**src/rtl/core/lkvc_pkg.sv**
```systemverilog
// Shared constants, types and command/status structs for the LRU key/value cache.
// No dependencies; every other file of the block imports this package.
package lkvc_pkg;

  localparam int CAPACITY = 16;
  localparam int IDX_W    = (CAPACITY > 1) ? $clog2(CAPACITY) : 1;
  localparam int RANK_W   = IDX_W;
  localparam int CNT_W    = $clog2(CAPACITY + 1);
  localparam int DATA_W   = 32;
  localparam int CAP_W    = 5;
  localparam int CMP_W    = (CNT_W > CAP_W) ? CNT_W : CAP_W;
  localparam int APB_W    = 32;
  localparam int PADDR_W  = 3;

  // capacity_in_use after reset: 16, held to the table size
  localparam int CAP_RESET_INT = (CAPACITY < 16) ? CAPACITY : 16;
  localparam logic [CAP_W-1:0] CAP_RESET = CAP_W'(CAP_RESET_INT);

  localparam logic [DATA_W-1:0] MISS_VALUE = '1;
  localparam logic [DATA_W-1:0] PUT_VALUE  = '0;

  typedef enum logic {
    ST_IDLE,
    ST_EXEC
  } state_t;

  typedef enum logic [0:0] {
    REG_CAPACITY = 1'b0
  } reg_idx_t;

  typedef enum logic {
    MODE_GET = 1'b0,
    MODE_PUT = 1'b1
  } mode_t;

  typedef struct packed {
    logic capture;   // latch the accepted request
    logic commit;    // update the table and load the result register
    logic cfg_load;  // write capacity_in_use
  } dp_cmd_t;

  typedef struct packed {
    logic table_empty;
  } dp_stat_t;

endpackage

```
**src/rtl/core/lkvc_ctrl.sv**
```systemverilog
// Controller state machine of the LRU key/value cache: handshakes and commands.
// Depends on lkvc_pkg.
module lkvc_ctrl (
  input  logic              clk,
  input  logic              rst_n,
  input  logic              in_valid,
  output logic              in_ready,
  output logic              out_valid,
  input  logic              out_ready,
  input  logic              cfg_wr,
  input  lkvc_pkg::dp_stat_t stat,
  output lkvc_pkg::dp_cmd_t  cmd
);
  import lkvc_pkg::*;

  state_t state_r, state_nxt;
  logic   out_valid_r, out_valid_nxt;

  always_ff @(posedge clk) begin
    if (!rst_n) begin
      state_r     <= ST_IDLE;
      out_valid_r <= 1'b0;
    end else begin
      state_r     <= state_nxt;
      out_valid_r <= out_valid_nxt;
    end
  end

  always_comb begin
    state_nxt     = state_r;
    out_valid_nxt = out_valid_r && !out_ready;
    in_ready      = 1'b0;
    cmd           = '0;
    // capacity only changes while the table is empty
    cmd.cfg_load  = cfg_wr && stat.table_empty;
    case (state_r)
      ST_IDLE: begin
        in_ready = 1'b1;
        if (in_valid) begin
          cmd.capture = 1'b1;
          state_nxt   = ST_EXEC;
        end
      end
      ST_EXEC: begin
        // hold until the result register is free
        if (!out_valid_r || out_ready) begin
          cmd.commit    = 1'b1;
          out_valid_nxt = 1'b1;
          state_nxt     = ST_IDLE;
        end
      end
      default: begin
        state_nxt = ST_IDLE;
      end
    endcase
  end

  assign out_valid = out_valid_r;

endmodule

```
**src/rtl/core/lkvc_datapath.sv**
```systemverilog
// Datapath of the LRU key/value cache: entry table, recency ranks, capacity
// register and result register. Depends on lkvc_pkg.
module lkvc_datapath (
  input  logic                              clk,
  input  logic                              rst_n,
  input  lkvc_pkg::dp_cmd_t                 cmd,
  output lkvc_pkg::dp_stat_t                stat,
  input  logic                              in_mode,
  input  logic signed [lkvc_pkg::DATA_W-1:0] in_key,
  input  logic signed [lkvc_pkg::DATA_W-1:0] in_value,
  input  logic [lkvc_pkg::CAP_W-1:0]         cfg_wdata,
  output logic [lkvc_pkg::CAP_W-1:0]         cap_value,
  output logic                              out_found,
  output logic signed [lkvc_pkg::DATA_W-1:0] out_read_value
);
  import lkvc_pkg::*;

  logic [DATA_W-1:0] key_r  [CAPACITY];
  logic [DATA_W-1:0] val_r  [CAPACITY];
  logic [RANK_W-1:0] rank_r [CAPACITY];
  logic [RANK_W-1:0] rank_nxt [CAPACITY];
  logic [CAPACITY-1:0] valid_r, valid_nxt;
  logic [CNT_W-1:0]  used_r, used_nxt;
  logic [CAP_W-1:0]  cap_r, cap_nxt;

  logic              mode_r;
  logic [DATA_W-1:0] req_key_r, req_val_r;
  logic              found_r;
  logic [DATA_W-1:0] rdval_r;

  logic [CAPACITY-1:0] hit_vec, evict_vec, free_vec, ins_vec;
  logic                hit, full, is_put;
  logic [DATA_W-1:0]   hit_val;
  logic [RANK_W-1:0]   hit_rank;
  logic [CNT_W-1:0]    lru_rank;

  // parallel lookup; keys of valid entries are unique, so the hit is one-hot
  always_comb begin
    hit_val  = '0;
    hit_rank = '0;
    lru_rank = used_r - CNT_W'(1);
    for (int i = 0; i < CAPACITY; i++) begin
      hit_vec[i]   = valid_r[i] && (key_r[i] == req_key_r);
      evict_vec[i] = valid_r[i] && (CNT_W'(rank_r[i]) == lru_rank);
      hit_val      = hit_val  | (val_r[i]  & {DATA_W{hit_vec[i]}});
      hit_rank     = hit_rank | (rank_r[i] & {RANK_W{hit_vec[i]}});
    end
    hit      = |hit_vec;
    full     = CMP_W'(used_r) >= CMP_W'(cap_r);
    // lowest invalid entry
    free_vec = ~valid_r & (valid_r + CAPACITY'(1));
    ins_vec  = full ? evict_vec : free_vec;
    is_put   = (mode_t'(mode_r) == MODE_PUT);
  end

  always_comb begin
    valid_nxt = valid_r;
    used_nxt  = used_r;
    for (int i = 0; i < CAPACITY; i++) begin
      rank_nxt[i] = rank_r[i];
      if (hit) begin
        if (hit_vec[i]) begin
          rank_nxt[i] = '0;
        end else if (valid_r[i] && (rank_r[i] < hit_rank)) begin
          rank_nxt[i] = rank_r[i] + RANK_W'(1);
        end
      end else if (is_put) begin
        if (ins_vec[i]) begin
          rank_nxt[i] = '0;
        end else if (valid_r[i]) begin
          rank_nxt[i] = rank_r[i] + RANK_W'(1);
        end
      end
    end
    if (!hit && is_put) begin
      valid_nxt = valid_r | ins_vec;
      if (!full) begin
        used_nxt = used_r + CNT_W'(1);
      end
    end
  end

  // clamp the written capacity to 1..CAPACITY
  always_comb begin
    if (cfg_wdata == '0) begin
      cap_nxt = CAP_W'(1);
    end else if (int'(cfg_wdata) > CAPACITY) begin
      cap_nxt = CAP_W'(CAPACITY);
    end else begin
      cap_nxt = cfg_wdata;
    end
  end

  always_ff @(posedge clk) begin
    if (!rst_n) begin
      valid_r <= '0;
      used_r  <= '0;
      cap_r   <= CAP_RESET;
      for (int i = 0; i < CAPACITY; i++) begin
        rank_r[i] <= '0;
      end
    end else begin
      if (cmd.commit) begin
        valid_r <= valid_nxt;
        used_r  <= used_nxt;
        for (int i = 0; i < CAPACITY; i++) begin
          rank_r[i] <= rank_nxt[i];
        end
      end
      if (cmd.cfg_load) begin
        cap_r <= cap_nxt;
      end
    end
  end

  always_ff @(posedge clk) begin
    if (cmd.capture) begin
      mode_r    <= in_mode;
      req_key_r <= in_key;
      req_val_r <= in_value;
    end
    if (cmd.commit) begin
      found_r <= hit;
      if (is_put) begin
        rdval_r <= PUT_VALUE;
      end else if (hit) begin
        rdval_r <= hit_val;
      end else begin
        rdval_r <= MISS_VALUE;
      end
      for (int i = 0; i < CAPACITY; i++) begin
        if (is_put && (hit ? hit_vec[i] : ins_vec[i])) begin
          val_r[i] <= req_val_r;
        end
        if (is_put && !hit && ins_vec[i]) begin
          key_r[i] <= req_key_r;
        end
      end
    end
  end

  assign stat.table_empty = (used_r == '0);
  assign cap_value        = cap_r;
  assign out_found        = found_r;
  assign out_read_value   = rdval_r;

endmodule

```
**src/rtl/core/lru_key_value_cache_top.sv**
```systemverilog
// Top level of the LRU key/value cache: controller, datapath, APB register decode.
// Depends on lkvc_pkg, lkvc_ctrl and lkvc_datapath.
//
// Usage:
//   Input channel (in_valid/in_ready): one request per transfer; in_mode 0 is a
//   get of in_key, 1 is a put of in_key/in_value.
//   Result channel (out_valid/out_ready): one result per request, in order.
//   out_found tells whether the key was present before the request;
//   out_read_value carries the stored value on a get hit, -1 on a get miss
//   and 0 on any put.
//   Register port (APB style, pready tied high): capacity_in_use at byte
//   address 0, range 1..16 from pwdata[4:0] (0 reads back as 1, 17..31 as 16). A write
//   lands only while the table is empty; otherwise it is dropped.
// Timing:
//   A request is captured into the request register, then looked up and
//   committed to the table and result register, which raises out_valid.
//   The block takes no new request until the last one has been committed.
//   The lookup compares all 16 entries in parallel and updates every recency
//   rank in the same cycle.
// Reset (rst_n low, synchronous): table empty, all ranks cleared, capacity 16.
// Stall: while out_ready is low the result register holds; one more request
//   may be captured, and it waits in the commit stage until the result moves.
module lru_key_value_cache_top (
  input  logic                               clk,
  input  logic                               rst_n,
  input  logic                               in_valid,
  output logic                               in_ready,
  input  logic                               in_mode,
  input  logic signed [lkvc_pkg::DATA_W-1:0] in_key,
  input  logic signed [lkvc_pkg::DATA_W-1:0] in_value,
  output logic                               out_valid,
  input  logic                               out_ready,
  output logic                               out_found,
  output logic signed [lkvc_pkg::DATA_W-1:0] out_read_value,
  input  logic                               psel,
  input  logic                               penable,
  input  logic                               pwrite,
  input  logic [lkvc_pkg::PADDR_W-1:0]       paddr,
  input  logic [lkvc_pkg::APB_W-1:0]         pwdata,
  output logic [lkvc_pkg::APB_W-1:0]         prdata,
  output logic                               pready
);
  import lkvc_pkg::*;

  dp_cmd_t          cmd;
  dp_stat_t         stat;
  logic             cap_sel;
  logic             cfg_wr;
  logic [CAP_W-1:0] cap_value;

  // decode: word address selects the register, byte offset ignored
  assign cap_sel = (reg_idx_t'(paddr[PADDR_W-1]) == REG_CAPACITY);
  assign cfg_wr  = psel && penable && pwrite && cap_sel;
  assign pready  = 1'b1;
  assign prdata  = cap_sel ? APB_W'(cap_value) : '0;

  lkvc_ctrl u_ctrl (
    .clk       (clk),
    .rst_n     (rst_n),
    .in_valid  (in_valid),
    .in_ready  (in_ready),
    .out_valid (out_valid),
    .out_ready (out_ready),
    .cfg_wr    (cfg_wr),
    .stat      (stat),
    .cmd       (cmd)
  );

  lkvc_datapath u_dp (
    .clk            (clk),
    .rst_n          (rst_n),
    .cmd            (cmd),
    .stat           (stat),
    .in_mode        (in_mode),
    .in_key         (in_key),
    .in_value       (in_value),
    .cfg_wdata      (pwdata[CAP_W-1:0]),
    .cap_value      (cap_value),
    .out_found      (out_found),
    .out_read_value (out_read_value)
  );

endmodule

```
**config.mk**
```make
export PLATFORM = sky130hd
export DESIGN_NAME = lru_key_value_cache_top
export DESIGN_NICKNAME = d
export VERILOG_FILES = /design/src/rtl/core/lkvc_pkg.sv /design/src/rtl/core/lkvc_ctrl.sv /design/src/rtl/core/lkvc_datapath.sv /design/src/rtl/core/lru_key_value_cache_top.sv
export SDC_FILE = /design/constraint.sdc
export NUM_CORES = 2
export LEC_CHECK = 0
export BUFFER_PORTS_ARGS = -buffer_cell sky130_fd_sc_hd__buf_2
export CAP_MARGIN = 20
export CORE_MARGIN = 3
export CORE_UTILIZATION = 55
export DETAILED_ROUTE_END_ITERATION = 6
export MAX_ROUTING_LAYER = met4
export PLACE_DENSITY_LB_ADDON = 0.05
export SLEW_MARGIN = 40
export SYNTH_ARGS = -nofsm -noshare
export SYNTH_HDL_FRONTEND = slang
export SYNTH_SLANG_ARGS = --single-unit
```
**constraint.sdc**
```tcl
create_clock -name clk -period 7.22 [get_ports clk]
set_input_delay 0.722 -clock clk [delete_from_list [all_inputs] [get_ports clk]]
set_output_delay 0.722 -clock clk [all_outputs]
set_load 0.02 [all_outputs]
```
==> qor.yml <==
syn_to_final_growth_pct: 12.9
dieHeight_microns: 310
period_share_pct: 78.3
cts_htree_levels: 3
critical_path_required_ns: 7.59
fmax_mhz: 177
drtIter0Drc: 3559
wire_per_inst_microns: 28.7
synth-xor-area-share_pct: 10.3
cts_tree: "built"
clock-sinks: 1214
antenna_left: 0
report.final.slew_viol_count: 0
rsz0062_at_grt: "no"
wl_met1_microns: 60400
synth-simple-area-share_pct: 7.21
yosysSeqAreaShare_pct: 71.0
setup-tns-final_ns: 0
synth_ff_type: "edfxtp_1"
die_w_microns: 310
dr.pass1.iters: 7
syn_area_per_cell_sq_um: 15.7
grt_pass1_vias: 29400
ios: 175
outcome: "finished, violations left"
arrival_ns: 6.02
drt-total-wl_microns: 139000
hp-class: "input pin to register"
fin_crit_ns: 5.66
routabilityCongestion: 0.937
holdWs_ns: 0.181
finalSetupViolCount: 0
crit_fanout: 23
grt_max_degree: 48
clk_latency_ns: 0.71
diodes: 0
highest_layer: "met4"
relSlewSlack_pct: 40.0
syn_area_sq_um: 51000
postCtsSetupBuffers: 0
yosysTopAreaCellShare_pct: 69.9
synth_top_family_by_area: "XOR/XNOR gates"
start_util_pct: 55.5
clkTransAtPathRegs_ns: 0.06
p_leak_nw: 18.4
drive_gt1_share_pct: 15.5
drv_cap: 0
grt_remaining_overflow: 0
vdd_drop_max_mv: 0.212
synth_compound_area_share_pct: 6.88
met2_length_microns: 62900
dieArea_sq_um: 96300
holdBufCountCts: 0
hp-start: "in_key[11]"
powerDensity_nw_per_um2: 255
violations: "design-rule violations"
num_rows: 111
antenna_found_initial: 1
dp_hpwl_microns: 87200
synth-seq-cells: 1214
met3_length_microns: 11900
vias: 30000
synth_top_area_cell: "edfxtp_1"
final_nets: 3639
grt_pass1_wl_microns: 200000
cts-root-buf: "clkbuf_16"
crit_path_start: "u_dp.req_key_r[13]"
r2r_start: "u_dp.req_key_r[13]"
synth.distinct_cells: 80
skew_ns: 0.0257
grt.total_usage_pct: 29.8
portBuffers: 117
async_flop_share_pct: 0
vias_per_cell: 6.19
syn_inst: 3251
cp-start-kind: "register"
finalHoldViolations: 0
worst_pin_slew_ns: 0.892
crit_path_end_kind: "register"
cts.path.max_buffers: 3
drc_errors: 2
n_fill_cell: 6762
cts.repair.resized: 0
synth_fa_ha_area_share_pct: 1.25
core_region_area_sq_um: 91800
synth_mux_area_share_pct: 0.162
cts_inserted_buffers: 120
ys_warn_count: 0
synth_edf_count: 1186
crit_type: "register to register"
ys_top_cells_by_area: "edfxtp_1 (70%), xnor2_1 (8.5%), a22oi_1 (1.9%)"
synth_stat cells (49+ instances only):
library cell / instances
xor2_1: 105
clkbuf_1: 69
a22o_1: 70
a22oi_1: 132
buf_4: 49
and3_1: 52
inv_1: 49
nor2_1: 170
nand3_1: 70
nand4_1: 150
a221oi_1: 75
xnor2_1: 496
edfxtp_1: 1186
flip-flops by register name, indices dropped and copies added (netlist names):
name,count
u_dp.val_r,512
u_dp.out_found,1
u_dp.out_read_value,32
u_dp.req_val_r,32
u_ctrl.out_valid,1
u_dp.key_r,512
u_dp.valid_r,16
u_dp.cap_value,5
u_dp.req_key_r,32
u_dp.is_put,1
u_dp.used_r,5
u_ctrl.state_r,1
u_dp.rank_r,64
path summary, 6_finish.rpt:
check	slack, ns	cells past startpoint	to
worst max-delay path	1.56	12	u_dp.val_r[7][13]
worst min-delay path	0.18	1	u_dp.req_key_r[11]
worst max register to register	1.56	12	u_dp.val_r[7][13]
worst min register to register	0.49	2	u_dp.cap_value[3]
metrics by stage:
step / setup WS (ns) / std cells / util, % / power, mW / instance area [sq um]
global route: 1.38 / 4836 / 62.7 / 15.1 / 57500
CTS: 1.60 / 4835 / 62.6 / 14.7 / 57500
detailed placement: 1.62 / 4612 / 58.5 / 8.83 / 53700
finish: 1.56 / 4836 / 62.7 / 14.6 / 57500
floorplan: 2.03 / 3277 / - / 8.55 / 51100
global placement: 1.36 / 4598 / 58.2 / 8.80 / 53500
layout by cell type, fill, tap and decap left out, types with 44 or more instances in the layout:
cell type  instances
nor2_1           148
inv_1             49
nand2_1           44
nand3_1           70
a22o_1            70
edfxtp_1        1186
buf_4            149
a22oi_1          132
xnor2_1          495
nand4_1          150
clkbuf_16        120
and3_1            48
buf_2            117
a221oi_1          75
xor2_1           103
nor3_1            46
final cells by class:
class                           instances  area [sq um]  share of cell area [%]
Inverter                               54           205                   0.357
Clock inverter                         70           602                    1.05
Multi-Input combinational cell       1807         13600                    23.7
Tap cell                             1243          1560                    2.70
Clock buffer                          153          3140                    5.45
Timing Repair Buffer                  295          2230                    3.88
Sequential cell                      1214         36200                    62.9
cell families after synthesis:
kind of cell	after synthesis
and+or+nand+nor	673
adders and majority gates	53
other	2
muxes	8
AOI/OAI and AO/OA	444
xor gates and xnor gates	601
buffers and inverters	256
DFF	1214
layer usage:
layer / up-vias / track usage [%]
met4: 0 / 8.06
met3: 226 / 5.68
met2: 1393 / 44.0
li1: 13000 / -
met5: - / -
met1: 15400 / 42.8
report_power, final:
part,total (mW),switching (mW),leakage (nW),internal (mW)
clock network,5.95,2.60,1.84,3.35
logic,0.689,0.425,5.51,0.264
registers,8.00,0.158,11.0,7.84
total,14.6,3.18,18.4,11.5
critical path, cell delays in order, from the launching register on:
cell and delay, ns:
edfxtp_1 0.93, buf_12 0.30, xor2_1 0.18, nor4_1 0.07
and3_1 0.17, and3_2 0.35, buf_4 0.27, nor4_1 0.53
and4_2 0.72, buf_4 0.44, a21oi_1 0.21, nor2_4 0.52
buf_4 0.47
No activity file was read; power rests on OpenSTA's default activity.
